`config.mk`:
```
export PLATFORM = sky130hd
export DESIGN_NAME = periodic_task_due_scheduler_top_flat
export DESIGN_NICKNAME = d
export VERILOG_FILES = /design/src/rtl/core/ptds_pkg.sv /design/src/rtl/core/ptds_req_if.sv /design/src/rtl/core/ptds_rsp_if.sv /design/src/rtl/core/ptds_cfg_if.sv /design/src/rtl/core/ptds_dp.sv /design/src/rtl/core/ptds_ctrl.sv /design/src/rtl/core/periodic_task_due_scheduler_top.sv /design/src/flat_wrapper.sv
export VERILOG_INCLUDE_DIRS = /design/src /design/src/rtl/core
export SDC_FILE = /design/constraint.sdc
export NUM_CORES = 1
export LEC_CHECK = 0
export BUFFER_PORTS_ARGS = -buffer_cell sky130_fd_sc_hd__buf_2
export CAP_MARGIN = 5
export CORE_UTILIZATION = 45
export DETAILED_ROUTE_END_ITERATION = 12
export PLACE_DENSITY = 0.65
export SETUP_SLACK_MARGIN = 0.05
export SYNTH_ARGS = -nofsm -noshare
export SYNTH_HDL_FRONTEND = slang
export SYNTH_HIERARCHICAL = 1
export SYNTH_SLANG_ARGS = --single-unit
```
`constraint.sdc`:
```
create_clock -name clk -period 14.1 [get_ports clk]
set_clock_uncertainty 0.05 [all_clocks]
set_input_delay 4.23 -clock clk [delete_from_list [all_inputs] [get_ports clk]]
set_output_delay 4.23 -clock clk [all_outputs]
set_load 0.01 [all_outputs]
```
`src/rtl/core/periodic_task_due_scheduler_top_macros.svh`:
```
// Assertion macros shared by the scheduler RTL.
// Each macro expects clk and rst in the scope where it is used.
`ifndef PERIODIC_TASK_DUE_SCHEDULER_TOP_MACROS_SVH
`define PERIODIC_TASK_DUE_SCHEDULER_TOP_MACROS_SVH
`ifndef NO_ASSERTIONS
// ante true now implies cons true in the same cycle
`define PTDS_CHECK_NOW(lbl, ante, cons) \
  lbl: assert property (@(posedge clk) disable iff (rst) (ante) |-> (cons)) \
    else $error("%m: check failed");
// ante true now implies cons true in the next cycle
`define PTDS_CHECK_NEXT(lbl, ante, cons) \
  lbl: assert property (@(posedge clk) disable iff (rst) (ante) |=> (cons)) \
    else $error("%m: check failed");
`else
`define PTDS_CHECK_NOW(lbl, ante, cons)
`define PTDS_CHECK_NEXT(lbl, ante, cons)
`endif
`endif

```
`src/rtl/core/ptds_pkg.sv`:
```
`default_nettype none

package ptds_pkg;

  localparam int NUM_SLOTS     = 5;
  localparam int TASKS_DEFAULT = 5;
  localparam int NOW_W         = 32;
  localparam int PERIOD_W      = 16;
  localparam int MASK_W        = 5;
  localparam int CFG_ADDR_W    = 3;
  localparam int CFG_DATA_W    = 16;
  localparam int SLOT_IDX_W    = 3;
  localparam int DIV_STEPS     = 32;
  localparam int DIV_CNT_W     = 5;

  localparam logic MODE_TICK  = 1'b0;
  localparam logic MODE_START = 1'b1;

  localparam logic [PERIOD_W-1:0] PERIOD_RESET [NUM_SLOTS] =
    '{16'd10, 16'd10, 16'd10, 16'd10, 16'd100};

  typedef struct packed {
    logic capture;   // item accepted: latch time, clear mask, rewind slot
    logic load;      // fetch slot, form elapsed time, arm divider
    logic step;      // one restoring division step
    logic store;     // write back last-run time and due bit, advance slot
    logic out_load;  // move mask into result register
  } ptds_cmd_t;

  typedef struct packed {
    logic last_slot;
    logic div_done;
  } ptds_sts_t;

endpackage

`default_nettype wire

```
`src/rtl/core/ptds_req_if.sv`:
```
`default_nettype none

interface ptds_req_if import ptds_pkg::*; ();
  logic             valid;
  logic             ready;
  logic             mode;
  logic [NOW_W-1:0] now_ms;

  modport source (output valid, mode, now_ms, input ready);
  modport sink (input valid, mode, now_ms, output ready);
endinterface

`default_nettype wire

```
`src/rtl/core/ptds_rsp_if.sv`:
```
`default_nettype none

interface ptds_rsp_if import ptds_pkg::*; ();
  logic              valid;
  logic              ready;
  logic [MASK_W-1:0] due_mask;

  modport source (output valid, due_mask, input ready);
  modport sink (input valid, due_mask, output ready);
endinterface

`default_nettype wire

```
`src/rtl/core/ptds_cfg_if.sv`:
```
`default_nettype none

interface ptds_cfg_if import ptds_pkg::*; ();
  logic                  valid;
  logic                  ready;
  logic [CFG_ADDR_W-1:0] addr;
  logic [CFG_DATA_W-1:0] data;

  modport source (output valid, addr, data, input ready);
  modport sink (input valid, addr, data, output ready);
endinterface

`default_nettype wire

```
`src/rtl/core/ptds_dp.sv`:
```
`default_nettype none
`include "periodic_task_due_scheduler_top_macros.svh"

module ptds_dp import ptds_pkg::*; #(
  parameter int TASKS = TASKS_DEFAULT
) (
  input  wire logic                  clk,
  input  wire logic                  rst,
  input  wire ptds_cmd_t             cmd,
  output      ptds_sts_t             sts,
  input  wire logic                  in_mode,
  input  wire logic [NOW_W-1:0]      in_now,
  input  wire logic                  cfg_we,
  input  wire logic [CFG_ADDR_W-1:0] cfg_addr,
  input  wire logic [CFG_DATA_W-1:0] cfg_data,
  output      logic [MASK_W-1:0]     due_mask
);

  localparam int SLOT_W = (TASKS > 1) ? $clog2(TASKS) : 1;

  logic [PERIOD_W-1:0]  period_q [NUM_SLOTS];
  logic [NOW_W-1:0]     last_q [TASKS];
  logic [NOW_W-1:0]     now_r;
  logic [SLOT_W-1:0]    slot_r;
  logic [NOW_W-1:0]     quo_r;
  logic [PERIOD_W-1:0]  rem_r;
  logic [PERIOD_W-1:0]  period_r;
  logic [DIV_CNT_W-1:0] cnt_r;
  logic                 due_r;
  logic [MASK_W-1:0]    mask_acc;

  logic [PERIOD_W-1:0]  period_sel;
  logic [PERIOD_W-1:0]  period_eff;
  logic [NOW_W-1:0]     elapsed;
  logic [PERIOD_W:0]    trial;
  logic                 trial_ge;
  logic [PERIOD_W-1:0]  rem_next;

  always_comb begin
    period_sel = period_q[SLOT_IDX_W'(slot_r)];
    // zero period behaves as one
    period_eff = (period_sel == '0) ? PERIOD_W'(1) : period_sel;
    elapsed    = now_r - last_q[slot_r];
    trial      = {rem_r, quo_r[NOW_W-1]};
    trial_ge   = trial >= {1'b0, period_r};
    rem_next   = trial_ge ? PERIOD_W'(trial - {1'b0, period_r}) : trial[PERIOD_W-1:0];
    sts.last_slot = slot_r == SLOT_W'(TASKS - 1);
    sts.div_done  = cnt_r == DIV_CNT_W'(DIV_STEPS - 1);
  end

  // period registers
  always_ff @(posedge clk) begin
    if (rst) begin
      for (int i = 0; i < NUM_SLOTS; i++) begin
        period_q[i] <= PERIOD_RESET[i];
      end
    end else if (cfg_we && (cfg_addr < CFG_ADDR_W'(NUM_SLOTS))) begin
      period_q[cfg_addr] <= cfg_data;
    end
  end

  // last-run times
  always_ff @(posedge clk) begin
    if (rst) begin
      for (int i = 0; i < TASKS; i++) begin
        last_q[i] <= '0;
      end
    end else if (cmd.capture && (in_mode == MODE_START)) begin
      for (int i = 0; i < TASKS; i++) begin
        last_q[i] <= in_now;
      end
    end else if (cmd.store && due_r) begin
      // last + floor(elapsed/p)*p == now - (elapsed mod p)
      last_q[slot_r] <= now_r - NOW_W'(rem_r);
    end
  end

  // sequencing and divider
  always_ff @(posedge clk) begin
    if (rst) begin
      slot_r   <= '0;
      mask_acc <= '0;
      due_mask <= '0;
    end else begin
      if (cmd.capture) begin
        slot_r   <= '0;
        mask_acc <= '0;
      end
      if (cmd.store) begin
        slot_r <= slot_r + SLOT_W'(1);
        if (due_r) begin
          mask_acc <= mask_acc | (MASK_W'(1) << slot_r);
        end
      end
      if (cmd.out_load) begin
        due_mask <= mask_acc;
      end
    end
  end

  always_ff @(posedge clk) begin
    if (cmd.capture) begin
      now_r <= in_now;
    end
    if (cmd.load) begin
      quo_r    <= elapsed;
      rem_r    <= '0;
      period_r <= period_eff;
      cnt_r    <= '0;
      due_r    <= elapsed >= NOW_W'(period_eff);
    end else if (cmd.step) begin
      quo_r <= {quo_r[NOW_W-2:0], 1'b0};
      rem_r <= rem_next;
      cnt_r <= cnt_r + DIV_CNT_W'(1);
    end
  end

  `PTDS_CHECK_NEXT(a_rem_below_period, cmd.step, rem_r < period_r)
  `PTDS_CHECK_NEXT(a_start_sets_time, cmd.capture && (in_mode == MODE_START), last_q[0] == $past(in_now))
  `PTDS_CHECK_NEXT(a_phase_kept, cmd.store && due_r && (slot_r == '0), (now_r - last_q[0]) < NOW_W'(period_r))
  `PTDS_CHECK_NOW(a_idle_slots_clear, 1'b1, (mask_acc >> TASKS) == '0)

endmodule

`default_nettype wire

```
`src/rtl/core/ptds_ctrl.sv`:
```
`default_nettype none
`include "periodic_task_due_scheduler_top_macros.svh"

module ptds_ctrl import ptds_pkg::*; (
  input  wire logic      clk,
  input  wire logic      rst,
  input  wire logic      in_valid,
  output      logic      in_ready,
  input  wire logic      in_mode,
  output      logic      out_valid,
  input  wire logic      out_ready,
  output      ptds_cmd_t cmd,
  input  wire ptds_sts_t sts
);

  typedef enum logic [2:0] {
    S_IDLE,
    S_LOAD,
    S_DIV,
    S_STORE,
    S_DONE
  } state_t;

  state_t state;
  state_t state_next;
  logic   in_fire;
  logic   out_valid_next;

  always_comb begin
    in_ready   = state == S_IDLE;
    in_fire    = in_valid && in_ready;
    cmd        = '0;
    state_next = state;
    case (state)
      S_IDLE: begin
        cmd.capture = in_fire;
        if (in_fire) begin
          state_next = (in_mode == MODE_START) ? S_DONE : S_LOAD;
        end
      end
      S_LOAD: begin
        cmd.load   = 1'b1;
        state_next = S_DIV;
      end
      S_DIV: begin
        cmd.step = 1'b1;
        if (sts.div_done) begin
          state_next = S_STORE;
        end
      end
      S_STORE: begin
        cmd.store  = 1'b1;
        state_next = sts.last_slot ? S_DONE : S_LOAD;
      end
      S_DONE: begin
        // hold until the result register is free
        if (!out_valid || out_ready) begin
          cmd.out_load = 1'b1;
          state_next   = S_IDLE;
        end
      end
      default: begin
        state_next = S_IDLE;
      end
    endcase
    out_valid_next = cmd.out_load ? 1'b1 : (out_ready ? 1'b0 : out_valid);
  end

  always_ff @(posedge clk) begin
    if (rst) begin
      state     <= S_IDLE;
      out_valid <= 1'b0;
    end else begin
      state     <= state_next;
      out_valid <= out_valid_next;
    end
  end

  `PTDS_CHECK_NEXT(a_start_skips_div, in_fire && (in_mode == MODE_START), state == S_DONE)
  `PTDS_CHECK_NEXT(a_last_store_ends, (state == S_STORE) && sts.last_slot, state == S_DONE)
  `PTDS_CHECK_NEXT(a_div_runs_on, (state == S_DIV) && !sts.div_done, state == S_DIV)

endmodule

`default_nettype wire

```
`src/rtl/core/periodic_task_due_scheduler_top.sv`:
```
// Sequence: a start item goes from acceptance straight to S_DONE; a tick item runs
//   S_LOAD, the 32-step divider and S_STORE for each slot before it reaches S_DONE.
// Items: one at a time; S_DONE holds while the result register is still full, and
//   the next item waits until the mask is in the result register.
// Reset: synchronous, active high; periods return to 10,10,10,10,100 ms and all
//   last-run times to zero.
`default_nettype none

module periodic_task_due_scheduler_top import ptds_pkg::*; #(
  parameter int TASKS = TASKS_DEFAULT
) (
  input wire logic clk,
  input wire logic rst,
  ptds_req_if.sink   req,
  ptds_rsp_if.source rsp,
  ptds_cfg_if.sink   cfg
);

  // Flow of one tick item:
  //   accept -> for each active slot: load (elapsed = now - last),
  //   32 restoring division steps for elapsed mod period, store
  //   (last = now - remainder when due) -> move mask to result register.
  // A start item writes every active last-run time in its accept cycle.

  ptds_cmd_t cmd;
  ptds_sts_t sts;
  logic      in_ready;
  logic      out_valid;

  // period registers take a write in any cycle
  assign cfg.ready = 1'b1;
  assign req.ready = in_ready;
  assign rsp.valid = out_valid;

  ptds_ctrl u_ctrl (
    .clk       (clk),
    .rst       (rst),
    .in_valid  (req.valid),
    .in_ready  (in_ready),
    .in_mode   (req.mode),
    .out_valid (out_valid),
    .out_ready (rsp.ready),
    .cmd       (cmd),
    .sts       (sts)
  );

  ptds_dp #(
    .TASKS (TASKS)
  ) u_dp (
    .clk      (clk),
    .rst      (rst),
    .cmd      (cmd),
    .sts      (sts),
    .in_mode  (req.mode),
    .in_now   (req.now_ms),
    .cfg_we   (cfg.valid && cfg.ready),
    .cfg_addr (cfg.addr),
    .cfg_data (cfg.data),
    .due_mask (rsp.due_mask)
  );

endmodule

`default_nettype wire

```
`src/flat_wrapper.sv`:
```
// flat-port wrapper written by rule: the top's interface ports become plain ports
module periodic_task_due_scheduler_top_flat import ptds_pkg::*;
#(
  parameter int TASKS = TASKS_DEFAULT
)
  (clk, rst, req_valid, req_mode, req_now_ms, req_ready, rsp_valid, rsp_due_mask, rsp_ready, cfg_valid, cfg_addr, cfg_data, cfg_ready);
  ptds_req_if req_i ();
  ptds_rsp_if rsp_i ();
  ptds_cfg_if cfg_i ();
  input wire logic clk;
  input wire logic rst;
  input wire logic [$bits(req_i.valid)-1:0] req_valid;
  input wire logic [$bits(req_i.mode)-1:0] req_mode;
  input wire logic [$bits(req_i.now_ms)-1:0] req_now_ms;
  output wire logic [$bits(req_i.ready)-1:0] req_ready;
  output wire logic [$bits(rsp_i.valid)-1:0] rsp_valid;
  output wire logic [$bits(rsp_i.due_mask)-1:0] rsp_due_mask;
  input wire logic [$bits(rsp_i.ready)-1:0] rsp_ready;
  input wire logic [$bits(cfg_i.valid)-1:0] cfg_valid;
  input wire logic [$bits(cfg_i.addr)-1:0] cfg_addr;
  input wire logic [$bits(cfg_i.data)-1:0] cfg_data;
  output wire logic [$bits(cfg_i.ready)-1:0] cfg_ready;
  assign req_i.valid = req_valid;
  assign req_i.mode = req_mode;
  assign req_i.now_ms = req_now_ms;
  assign req_ready = req_i.ready;
  assign rsp_valid = rsp_i.valid;
  assign rsp_due_mask = rsp_i.due_mask;
  assign rsp_i.ready = rsp_ready;
  assign cfg_i.valid = cfg_valid;
  assign cfg_i.addr = cfg_addr;
  assign cfg_i.data = cfg_data;
  assign cfg_ready = cfg_i.ready;
  periodic_task_due_scheduler_top #(.TASKS(TASKS)) u_core (.clk(clk), .rst(rst), .req(req_i), .rsp(rsp_i), .cfg(cfg_i));
endmodule
```
* After elaboration in Yosys (flattened, before gate mapping)
Memories as Yosys holds them, arrays and structs flattened. A register that Yosys moved wholly into a read port is not among the register bits. Cells that the tools add are included.
Storage, ports and cells: register bits 119, memory bits (writable) 240, input bits 57, output and inout bits 8, memories kept 2
Memories:
- u_core.u_dp.last_q | words 5, bits a word 32, read ports 1, clocked after memory_dff 1, write ports 5, RTL line ptds_dp.sv:22 | logic [NOW_W-1:0] last_q [TASKS];
- u_core.u_dp.period_q | words 5, bits a word 16, read ports 1, clocked after memory_dff 1, write ports 5, RTL line ptds_dp.sv:21 | logic [PERIOD_W-1:0] period_q [NUM_SLOTS];
Cells by class: $add $sub $neg 5, $lt $le $gt $ge 3, eq/ne operators 9, shift operators 1, muxes and demuxes 50, bitwise operators 6, reductions and logical operators 14
Operators by type and width (number):
- 32-bit 2-to-1 mux | 8
- 16-bit 2-to-1 mux | 3
- 3-bit 2-to-1 mux | 13
- 32-bit by 16-bit greater-or-equal comparator with 1-bit output | 1
- 32-bit OR reduction | 1
- 32-bit by 16-bit subtractor with 32-bit output | 1
- 32-bit subtractor | 1
- 1-bit 2-to-1 mux | 22
- 17-bit by 16-bit greater-or-equal comparator with 1-bit output | 1
- 16-bit logical NOT | 1
- 16-bit OR reduction | 1
- 16-bit subtractor | 1
- 5-bit 2-to-1 mux | 3
- 3-bit one-hot mux with 5 select lines | 1
- 3-bit by 2-bit equality test with 1-bit output (second input constant) | 2
- 3-bit equality test (second input constant) | 2
- 2-bit nonzero test | 3
- 5-bit by 1-bit adder with 5-bit output (second input constant) | 1
- 5-bit equality test (second input constant) | 1
- 1-bit bitwise OR | 5
- 5-bit bitwise OR | 1
- 1-bit by 3-bit << shifter with 5-bit output (first input constant) | 1
- 1-bit logical AND | 4
- 2-bit by 1-bit inequality test with 1-bit output (second input constant) | 2
- other kinds (8) | 8

* Depth between registers and ports, before layout
Gate-level depths: netlist of run 1.
depth after elaboration 9, mapped depth 23

* By module
The synthesis of run 1 kept the hierarchy.
Modules (own cells, without submodules):
- ptds_dp | times used 1, cells an instance 1782, area an instance 24449.7 um2
- ptds_ctrl | times used 1, cells an instance 31, area an instance 292.8 um2
- periodic_task_due_scheduler_top | times used 1, cells an instance 2, area an instance 11.3 um2

* Worst setup path before layout of run 1
Ideal clock, no wire load.
path kind input to register, from in req_valid, to mem u_core.u_dp.last_q[5][0], enable pin, arrival 7678 ps, path slack 5911 ps, stages on the path 4, buffers on the path 0, path through and2_1 > a21oi_1 > nand4_1 > nor3_1
RTL lines:
- from (decl) | RTL line flat_wrapper.sv:12 | input wire logic [$bits(req_i.valid)-1:0] req_valid;
- to (decl) | RTL line ptds_dp.sv:22

==> key figures, run 1 <==
Status
  • Outcome: finished clean

CTS
  • Post CTS Setup Buffer Count: 0
  • Hold_buf cts: 0
  • CTS clock-pin slew for the worst setup and hold paths: 0.06 ns
  • Skew-Pair Late Insertion Delay: 0.61 ns
  • Total CTS buffers: 52
  • Max H-tree Level: 2
  • Deepest clock path buffer count: 3
  • # clock sinks: 506
  • CTS tree: yes
  • CTS root buffer: clkbuf_16
  • Post-CTS sizing: 0

Synthesis
  • Synth Area in Simple Gates: under 10%
  • Cell Area, Synth: ~25000 sq um
  • Post-synthesis compound-gate area fraction: a little under a tenth
  • Synth Instances: 1815
  • Mux cell area share after synthesis: 12.2%
  • Top_reg_cell synth: edfxtp_1
  • Syn avg cell area: 13.6 sq um
  • Synth cell types: 86
  • #FFs+latches synth: 506
  • Post-synthesis share of cell area spent on xor and xnor gates: about 2.3%
  • Number of synthesized flops with an enable pin: about 470
  • Synth area leaders: edfxtp_1 (56%), mux4_2 (8.7%), ha_1 (4.3%)
  • Synth warnings: 6
  • Synth area leader: edfxtp_1
  • Asr flop ratio synth: 0%
  • Sequential cell area fraction in the yosys report: about three fifths
  • Largest family of logic cells by synthesized area: multiplexers
  • Post-synth top area share: 56.4%
  • Adder-Cell Fraction of Synth Area: about 4.6%

Setup path
  • CP Data Required Time: 14.27 ns
  • Crit-path max FO: 38
  • Reg-to-reg slack, setup: 6.99 ns
  • Crit path kind: in2reg
  • Worst Setup End Kind: flip-flop
  • Family with the most delay on the worst path: simple AND/OR/NAND/NOR gates
  • Slowest cell on crit path: nand2_2
  • CP Data Arrival Time: 7.41 ns
  • Startpoint types: primary input
  • Worst path bufs/invs: 2
  • Worst-path cell chain: buf_2 > and2_2 > a21oi_1 > nand4_1 > or3_1 > buf_4 > nand2_2
  • Crit path largest cell delay: 0.80 ns

Routing
  • Via count: ~15000
  • Routed vias/inst: 5.76
  • Antenna Nets Post-Route: 0
  • WL/cell: about 22 microns
  • Detailed Route WL: 57700 microns
  • Pre-antenna DRT Iters: 6
  • # DRC: 0
  • DR iter-0 viols: 1128

Final layout
  • Layout filler cell count: 4549
  • Antenna diodes: 0
  • Layout Nets: approximately 2100
  • Layout cells sized above 1: 17.4%
  • Non-Filler Instances: 2656
  • FF+latch area: ~15000 sq um
  • Multi-input gate area: ~9500 sq um
  • Area Growth Syn to Fin: 11.7%
  • Most frequent cells in the layout: edfxtp_1 (465), o21ai_0 (195), inv_1 (104)
  • Commonest non-fill, non-tap cell in the layout: edfxtp_1

Global routing
  • Vias in the first global route: 15470
  • Initial antenna violation count: 0
  • First-pass GRT wire length: 89600 microns
  • Largest net degree at the start of global routing: approximately 70
  • GRT Total Usage: 20.9%
  • Overflow after GRT: 0

Timing
  • Setup TNS Final: 0 ns
  • Fin crit share: 51.3%
  • F_max: about 0.14 GHz
  • # setup viols final: 0
  • Slew Limit Fails: 0
  • Fin crit period: 7.24 ns
  • RSZ-0062 raised after global routing: no
  • Max-slew headroom: 28.8%
  • Final Hold Fails: 0
  • Fin worst setup slack: 6.86 ns
  • Hold WS: 0.438 ns
  • Worst Tran Pin Value: 1.07 ns

Power
  • Sequential power share: 44.7%
  • Int Pwr: 2.95 mW
  • Maximum VDD drop: between 100 and 150 uV
  • Static leakage: 9.91 nW
  • Final Power: 4.24 mW
  • Part of the power in the clock network: 32.0%
  • P_sw: 1.28 mW
  • Comb pwr share: 23.4%
  • Pwr Density: 153 nW/um^2
  • Switching share of power: a little under a third

Place
  • PortBufs: 63
  • Placement Setup Slack: 6.26 ns
  • Dpl hpwl: 38200 microns
  • Routability cong.: 0.875
  • Post-placement cell count: 2560

Die
  • Starting density of the core: 45.7%
  • I/O pin cnt: 65
  • Chip Height: 237 microns
  • Die X: 237 microns
  • Standard-cell row count: 85
  • Core area: 54100 sq um
  • Die area: 56000 sq um

Worst hold path
  • Hold crit path type: reg2reg

Run
  • MaxCap Viol Count: 0
-- worst reg2reg max path: stages (launching register included) --
cell	delay (ns)
dfxtp_4	0.80
buf_4	0.81
mux4_2	0.69
mux2i_1	0.24
ha_1	0.33
a21o_1	0.19
or3_4	0.34
o21a_4	0.23
a31oi_1	0.30
o21bai_1	0.10
a21oi_1	0.19
xnor2_1	0.19
ha_1	0.30
a21o_1	0.18
a21o_1	0.16
a21oi_1	0.18
o21ai_0	0.15
nor4b_2	0.29
nand4b_1	0.16
or4_1	0.49
or4b_1	0.47
-- through the flow --
stage	utilization (%)	area [sq um]
2_1_floorplan	-	24900
3_3_place_gp	48.0	26000
3_5_place_dp	48.0	26000
4_1_cts	51.1	27700
5_1_grt	51.1	27700
6_report	51.1	27700
-- routing by layer --
layer / global-route usage, % / vias to the layer above / share of wire, %
met5: 0 / - / 0
met4: 6.43 / 0 / 2.6
met3: 3.50 / 93 / 6.0
met2: 33.5 / 458 / 47
met1: 29.3 / 7681 / 44
li1: - / 7058 / -
-- synthesized netlist by cell type, types with 5 or more instances --
| master | number |
|---|---|
| nor2b_1 | 8 |
| xnor2_1 | 33 |
| inv_1 | 104 |
| a31oi_1 | 8 |
| a211oi_1 | 6 |
| nand4_1 | 18 |
| nand2b_1 | 21 |
| buf_6 | 5 |
| mux4_2 | 96 |
| edfxtp_1 | 465 |
| nand3_1 | 26 |
| nand2_1 | 106 |
| and2_1 | 75 |
| nand3b_1 | 7 |
| a21oi_1 | 63 |
| nor3_1 | 18 |
| a311oi_1 | 13 |
| nand4b_1 | 5 |
| dfxtp_1 | 41 |
| clkbuf_1 | 61 |
| o31a_1 | 5 |
| a21o_1 | 21 |
| o211ai_1 | 7 |
| o21a_1 | 10 |
| or2_2 | 7 |
| buf_1 | 11 |
| xor2_1 | 33 |
| ha_1 | 86 |
| mux2i_1 | 54 |
| and3_1 | 7 |
| or3_1 | 9 |
| nor2_1 | 72 |
| o21bai_1 | 7 |
| o21ai_0 | 195 |
| or4_1 | 5 |
| mux2_2 | 28 |
-- registers in the layout, indices dropped and copies added, names as in the netlist, named ones only --
register / cells
u_core/u_ctrl/out_valid: 1
u_core/u_ctrl/state: 3
u_core/u_dp/cnt_r: 5
u_core/u_dp/due_mask: 5
u_core/u_dp/due_r: 1
u_core/u_dp/last_q: 256
u_core/u_dp/mask_acc: 5
u_core/u_dp/now_r: 32
u_core/u_dp/period_q: 128
u_core/u_dp/period_r: 16
u_core/u_dp/quo_r: 32
u_core/u_dp/rem_r: 16
u_core/u_dp/slot_r: 3
-- path summary, 6_finish.rpt --
kind                                               from                         to  cells past startpoint
worst max-delay path                          req_valid  u_core/u_dp/last_q[1][27]                      7
worst min register to register  u_core/u_dp/mask_acc[4]    u_core/u_dp/mask_acc[4]                      2
worst min-delay path            u_core/u_dp/mask_acc[4]    u_core/u_dp/mask_acc[4]                      2
worst max register to register                flip-flop          u_core/u_dp/due_r                     20
-- cells by family (layout without fill, tap and decap cells) --
| kind of cell | count (synthesis) | in the layout |
|---|---|---|
| flops | 506 | 506 |
| simple gates | 412 | 412 |
| compound gates | 375 | 375 |
| buf+inv | 187 | 285 |
| mux | 178 | 178 |
| fa+ha+maj | 89 | 89 |
| xor+xnor | 66 | 66 |
| other cells | 2 | 49 |
-- power by group through the flow --
stage | sequential (mW) | combinational, mW | clock, mW
after floorplan | 1.89 | 0.717 | 0
after global placement | 1.92 | 0.950 | 0
after detailed placement | 1.92 | 0.979 | 0
after CTS | 1.89 | 0.984 | 1.38
after global routing | 1.91 | 1.10 | 1.44
final | 1.89 | 0.990 | 1.35
-- final cells by class --
| class | instances | share of cell area [%] |
|---|---|---|
| well taps | 696 | 3.15 |
| clock buffers | 66 | 5.04 |
| clock inverters | 30 | 0.986 |
| multi-input cells | 1169 | 34.2 |
| repair buffers | 85 | 1.74 |
| inverters | 104 | 1.41 |
| flip-flops and latches | 506 | 53.5 |
No activity file was read; power rests on OpenSTA's default activity.
==> run 2, diff against run 1 <==
--- a/config.mk
+++ b/config.mk
@@ -6,11 +6,12 @@
 export SDC_FILE = /design/constraint.sdc
 export NUM_CORES = 1
 export LEC_CHECK = 0
+export ABC_AREA = 1
 export BUFFER_PORTS_ARGS = -buffer_cell sky130_fd_sc_hd__buf_2
 export CAP_MARGIN = 5
 export CORE_UTILIZATION = 45
 export DETAILED_ROUTE_END_ITERATION = 12
-export PLACE_DENSITY = 0.65
+export PLACE_DENSITY = 0.67
 export SETUP_SLACK_MARGIN = 0.05
 export SYNTH_ARGS = -nofsm -noshare
 export SYNTH_HDL_FRONTEND = slang
==> constraint.sdc (replaced) <==
create_clock -name clk -period 6.64 [get_ports clk]
set_clock_uncertainty 0.05 [all_clocks]
set_input_delay 1.992 -clock clk [delete_from_list [all_inputs] [get_ports clk]]
set_output_delay 1.992 -clock clk [all_outputs]
set_load 0.01 [all_outputs]
==> key figures, run 2 <==
Status
  • Outcome: finished clean

Timing
  • Slew Limit Fails: 0
  • Setup TNS Final: 0 ns
  • Fin crit share: 81.1%
  • Hold WS: 0.414 ns
  • Fin crit period: 5.38 ns
  • Worst Tran Pin Value: 1.06 ns
  • # setup viols final: 0
  • RSZ-0062 raised after global routing: no
  • Max-slew headroom: between 20 and 30%
  • Final Hold Fails: 0
  • F_max: between 0.15 and 0.2 GHz

Routing
  • Via count: 20788
  • Detailed Route WL: 75600 microns
  • # DRC: 0
  • Routed vias/inst: 5.65
  • Pre-antenna DRT Iters: 6
  • WL/cell: 20.5 microns
  • Antenna Nets Post-Route: 0
  • DR iter-0 viols: 2496

Synthesis
  • Synth warnings: 6
  • Number of synthesized flops with an enable pin: 465
  • Synth cell count leaders: nand2_1 (591), edfxtp_1 (465), nor2_1 (392)
  • Synth area leader: edfxtp_1
  • Post-synth top area share: 53.7%
  • Cell Area, Synth: 26000 sq um
  • Sequential cell area fraction in the yosys report: 56.9%
  • Most frequent cell after synthesis: nand2_1
  • #FFs+latches synth: about 510
  • Synth cell types: 53
  • Asr flop ratio synth: 0%
  • Syn avg cell area: 9.30 sq um
  • Top_reg_cell synth: edfxtp_1
  • Synth Instances: 2796
  • Synth area leaders: edfxtp_1 (54%), nand2_1 (8.5%), o21ai_0 (6.7%)

Global routing
  • Initial antenna violation count: 3
  • First-pass GRT wire length: 115000 microns
  • Largest net degree at the start of global routing: slightly above 90
  • Vias in the first global route: 19912
  • GRT Total Usage: 25.4%
  • Overflow after GRT: 0

CTS
  • Post-CTS sizing: 0
  • CTS tree: yes
  • CTS root buffer: clkbuf_16
  • Max H-tree Level: 2
  • Total CTS buffers: 52
  • CTS clock-pin slew for the worst setup and hold paths: 0.06 ns
  • Deepest clock path buffer count: 3
  • Post CTS Setup Buffer Count: 0
  • Skew-Pair Late Insertion Delay: 0.61 ns
  • Hold_buf cts: 0
  • # clock sinks: 506

Final layout
  • Non-Filler Instances: between 3000 and 4000
  • Most frequent cells in the layout: nand2_1 (590), edfxtp_1 (465), nor2_1 (387)
  • Reg with most FFs: u_core/u_dp/last_q
  • Area Growth Syn to Fin: 11.4%
  • Max FFs per register: 256
  • Commonest non-fill, non-tap cell in the layout: nand2_1
  • Layout Nets: 3028
  • Antenna diodes: 0
  • Post-route cell area: 28900 sq um
  • Layout cells sized above 1: approximately 8.3%
  • Largest regs: u_core/u_dp/last_q x256, u_core/u_dp/period_q x128
  • Fin util: 51.0%

Place
  • Routability cong.: 0.934
  • Dpl hpwl: 52000 microns
  • Post-placement cell count: roughly 3600
  • PortBufs: 63
  • Cell Area, Placed: 27200 sq um

Worst hold path
  • Hold_sp: u_core/u_dp/mask_acc[0]
  • WHS Path Cells: 2
  • Worst min-delay path endpoint: u_core/u_dp/mask_acc[0]
  • Hold crit path type: reg2reg

Power
  • P_sw: 3.00 mW
  • Comb pwr share: roughly 25%
  • Pwr Density: 318 nW/um^2
  • Switching share of power: around a third
  • Sequential power share: 43.4%
  • Maximum VDD drop: about 180 uV
  • Static leakage: 11.9 nW
  • Int Pwr: 6.22 mW
  • Part of the power in the clock network: 31.6%

Setup path
  • Crit-path max FO: 91
  • CP Data Required Time: 6.93 ns
  • Worst Setup End Kind: flip-flop
  • Reg-to-reg slack, setup: 1.26 ns
  • R2R cell count: 23
  • R2R Path End: u_core/u_dp/due_r
  • CP Data Arrival Time: approximately 5.7 ns
  • Crit path kind: reg2reg
  • Startpoint types: flip-flop

Die
  • Starting density of the core: 45.8%
  • Standard-cell row count: 87
  • Core area: about 57000 sq um
  • Die area: 58700 sq um
  • Chip Height: 242 microns
  • I/O pin cnt: 65
  • Die X: between 200 and 250 microns

Run
  • MaxCap Viol Count: 0
[run 2: worst max-delay path, cell delays in order (launching register included)]
cell      delay (ns)
dfxtp_4         0.93
inv_4           0.54
o21ai_0         0.32
o22ai_1         0.09
o21ai_0         0.74
ha_1            0.29
nand2_1         0.05
nand2_1         0.08
inv_1           0.05
nand2_2         0.09
nand2_1         0.06
nand2_1         0.15
nand2_1         0.08
nand2_1         0.10
xor2_1          0.27
ha_1            0.30
nand2_1         0.10
nor2_1          0.05
a211oi_1        0.16
nand2_1         0.11
nand2_1         0.08
nand3_1         0.08
nor2_1          0.10
nand3_1         0.09
[run 2: layout make-up]
cell class / count / area (sq um)
multi-input cells: 1956 / 9930
clock buffers: 75 / 1440
fillers: 5114 / 27800
repair buffers: 91 / 554
inverters: 275 / 1030
clock inverters: 23 / 245
well taps: 756 / 946
flip-flops and latches: 506 / 14800
[run 2: worst max path at each step]
stage,from,to
after floorplan,req_valid,u_core/u_dp/last_q[3][0]
after global routing,flip-flop,u_core/u_dp/due_r
after CTS,flip-flop,u_core/u_dp/due_r
after detailed placement,flip-flop,u_core/u_dp/due_r
final,flip-flop,u_core/u_dp/due_r
after global placement,flip-flop,u_core/u_dp/due_r
[run 2: logic make-up (layout without fill, tap and decap cells)]
group	Yosys count	in the layout	synth area share, %
adders and majority gates	89	89	4.37
other	2	49	0.0289
xor gates and xnor gates	38	38	1.68
and+or+nand+nor	1188	1188	18.6
DFF	506	506	56.9
buffers and inverters	381	464	5.77
AOI/OAI and AO/OA	592	592	12.7
[run 2: per-stage QoR]
| step | setup WS [ns] | power [mW] |
|---|---|---|
| 2_1_floorplan | 0.998 | 5.61 |
| 3_3_place_gp | 1.55 | 6.26 |
| 3_5_place_dp | 1.44 | 6.31 |
| 4_1_cts | 1.43 | 9.21 |
| 5_1_grt | 0.933 | 9.65 |
| 6_report | 1.26 | 9.21 |
[run 2: metal layers]
| metal | global-route usage [%] | vias up | wire [microns] |
|---|---|---|---|
| met1 | 35.9 | 10013 | 32400 |
| met2 | 41.0 | 948 | 34900 |
| met4 | 6.87 | 2 | 1590 |
| met5 | 0 | - | 13 |
| li1 | - | 9712 | - |
| met3 | 3.59 | 113 | 6610 |
[run 2: power by group through the flow]
stage	logic (mW)	clock network (mW)	registers, mW
finish	2.31	2.91	3.99
global route	2.56	3.07	4.02
CTS	2.27	2.95	3.99
detailed placement	2.25	0	4.06
global placement	2.21	0	4.05
floorplan	1.59	0	4.01
==> run 3, diff against run 2 <==
--- a/config.mk
+++ b/config.mk
@@ -6,12 +6,12 @@
 export SDC_FILE = /design/constraint.sdc
 export NUM_CORES = 1
 export LEC_CHECK = 0
-export ABC_AREA = 1
+export ABC_AREA = 0
 export BUFFER_PORTS_ARGS = -buffer_cell sky130_fd_sc_hd__buf_2
 export CAP_MARGIN = 5
 export CORE_UTILIZATION = 45
 export DETAILED_ROUTE_END_ITERATION = 12
-export PLACE_DENSITY = 0.67
+export PLACE_DENSITY = 0.65
 export SETUP_SLACK_MARGIN = 0.05
 export SYNTH_ARGS = -nofsm -noshare
 export SYNTH_HDL_FRONTEND = slang
==> constraint.sdc (replaced) <==
create_clock -name clk -period 5.4 [get_ports clk]
set_clock_uncertainty 0.05 [all_clocks]
set_input_delay 1.62 -clock clk [delete_from_list [all_inputs] [get_ports clk]]
set_output_delay 1.62 -clock clk [all_outputs]
set_load 0.01 [all_outputs]
==> key figures, run 3 (synthesis results as in run 1) <==
Routing
  • Via count: 15693
  • Antenna Nets Post-Route: 0
  • Detailed Route WL: 60900 microns
  • DR iter-0 viols: 1308
  • Routed vias/inst: 5.77
  • # DRC: 0
  • WL/cell: 22.4 microns
  • Pre-antenna DRT Iters: 5

Timing
  • Max-slew headroom: 41.7%
  • Fin crit share: 96.6%
  • Slew Limit Fails: 0
  • Worst Tran Pin Value: slightly below 0.9 ns
  • Setup TNS Final: 0 ns
  • Fin crit period: approximately 5.2 ns
  • Final Hold Fails: 0
  • Hold WS: between 0.4 and 0.5 ns
  • F_max: 0.192 GHz
  • RSZ-0062 raised after global routing: yes
  • Fin worst setup slack: 0.182 ns
  • # setup viols final: 0

Final layout
  • Layout filler cell count: roughly 4500
  • Reg with most FFs: u_core/u_dp/last_q
  • Area Growth Syn to Fin: 14.8%
  • Multi-input gate area: 9550 sq um
  • Most frequent cells in the layout: edfxtp_1 (465), o21ai_0 (192), nand2_1 (105)
  • Fin util: roughly 53%
  • Commonest non-fill, non-tap cell in the layout: edfxtp_1
  • Post-route cell area: 28400 sq um
  • Max FFs per register: between 200 and 300
  • Layout cells sized above 1: 20.6%
  • FF+latch area: 14800 sq um
  • Largest regs: u_core/u_dp/last_q x256, u_core/u_dp/period_q x128
  • Layout Nets: 2123

Place
  • Dpl hpwl: around 39000 microns
  • Routability cong.: 0.899
  • Placement Setup Slack: -0.0123 ns
  • PortBufs: 63
  • Cell Area, Placed: approximately 26000 sq um

Die
  • I/O pin cnt: 65
  • Starting density of the core: between 40% and 50%
  • Standard-cell row count: 85
  • Die X: 237 microns
  • Core area: roughly 54000 sq um
  • Chip Height: around 240 microns
  • Die area: 56000 sq um

CTS
  • # clock sinks: 506
  • Deepest clock path buffer count: 3
  • CTS root buffer: clkbuf_16
  • Max H-tree Level: 2
  • CTS clock-pin slew for the worst setup and hold paths: 0.06 ns
  • Total CTS buffers: 53
  • CTS tree: yes
  • Skew-Pair Late Insertion Delay: 0.63 ns

Power
  • Pwr Density: 400 nW/um^2
  • Static leakage: 10.3 nW
  • Maximum VDD drop: 265 uV

Setup path
  • R2R cell count: 20
  • Startpoint types: flip-flop
  • Worst path bufs/invs: 1
  • Crit path kind: reg2reg
  • Worst-path cell chain: buf_6 > mux4_2 > mux2i_1 > ha_1 > a21o_1 > or3_4 > o21a_4 > a31oi_4 > o21bai_1 > a21oi_1 > xnor2_1 > ha_1 > a21o_1 > a21o_1 > a21oi_2 > o21ai_1 > nor4b_2 > nand4b_1 > or4_1 > or4b_1
  • Critical Path Most Common Cell: a21o_1
  • Worst Setup End Kind: flip-flop
  • Family with the most delay on the worst path: simple AND/OR/NAND/NOR gates
  • Crit-path max FO: 4
  • CP Data Required Time: 5.69 ns
  • Slowest cell on crit path: or4b_1
  • Crit path largest cell delay: approximately 0.53 ns
  • Crit path depth: 20
  • CP Data Arrival Time: 5.51 ns

Worst hold path
  • Hold crit path type: reg2reg
  • WHS Path Cells: 2

Global routing
  • Overflow after GRT: 0
  • Largest net degree at the start of global routing: 62
  • First-pass GRT wire length: 93300 microns
  • Initial antenna violation count: 2
  • GRT Total Usage: 22.0%
  • Vias in the first global route: between 15000 and 20000

Status
  • Outcome: finished clean

Run
  • MaxCap Viol Count: 0
[run 3: cell count changes in the layout (fill, tap and decap cells not counted), sizes merged, moves of 31 or more]
cell,delta
mux4,+96
nand3,-91
mux2i,+54
inv,-169
nand2,-495
o221ai,-31
o21ai,-177
and2,+71
o22ai,-64
buf,+52
nor2,-329
[run 3: per-layer routing]
layer,up-vias,global-route usage (%),wire length [microns]
met3,92,3.23,4000
met2,540,35.7,28900
met5,-,0,10
met4,2,7.01,1800
li1,7178,-,-
met1,7881,30.5,26200
[run 3: worst paths after layout]
check	slack, ns	to	start
worst max-delay path	0.18	u_core/u_dp/due_r	flip-flop
worst min-delay path	0.42	u_core/u_dp/mask_acc[4]	u_core/u_dp/mask_acc[4]
worst max register to register	0.18	u_core/u_dp/due_r	flip-flop
worst min register to register	0.42	u_core/u_dp/mask_acc[4]	u_core/u_dp/mask_acc[4]
[run 3: what timing repair did]
| action | CTS | global route |
|---|---|---|
| pin swaps | 0 | 21 |
| resized for setup | 1 | 23 |
| hold buffers | 0 | 0 |
| setup endpoints to repair | 1 | 1 |
| setup buffers | 6 | 9 |
[run 3: worst reg2reg max path, stage by stage, from the launching register on]
cell and delay [ns]:
dfxtp_4 0.37, buf_6 0.13, mux4_2 0.49, mux2i_1 0.15, ha_1 0.26, a21o_1 0.17, or3_4 0.34, o21a_4 0.24
a31oi_4 0.18, o21bai_1 0.09, a21oi_1 0.15, xnor2_1 0.16, ha_1 0.28, a21o_1 0.16, a21o_1 0.16, a21oi_2 0.11
o21ai_1 0.09, nor4b_2 0.26, nand4b_1 0.14, or4_1 0.40, or4b_1 0.53
[run 3: area by class of cell]
cell class | count | share of cell area [%]
Timing Repair Buffer | 143 | 3.54
Multi-Input combinational cell | 1169 | 33.6
Inverter | 104 | 1.37
Antenna cell | 1 | 0.00880
Tap cell | 696 | 3.06
Sequential cell | 506 | 52.0
Clock inverter | 36 | 1.52
Clock buffer | 63 | 4.87
[run 3: report_power, final]
part           switching, mW  leakage, nW  internal [mW]
sequential             0.171         4.89           4.76
combinational           1.68         4.54          0.992
clock                   1.59        0.887           2.19
total                   3.43         10.3           7.94
[run 3: per-stage QoR]
step | instances | power, mW
2_1_floorplan | 1862 | 6.82
3_5_place_dp | 2603 | 7.59
6_report | 2718 | 11.4
4_1_cts | 2708 | 11.4
5_1_grt | 2717 | 11.9
3_3_place_gp | 2603 | 7.50
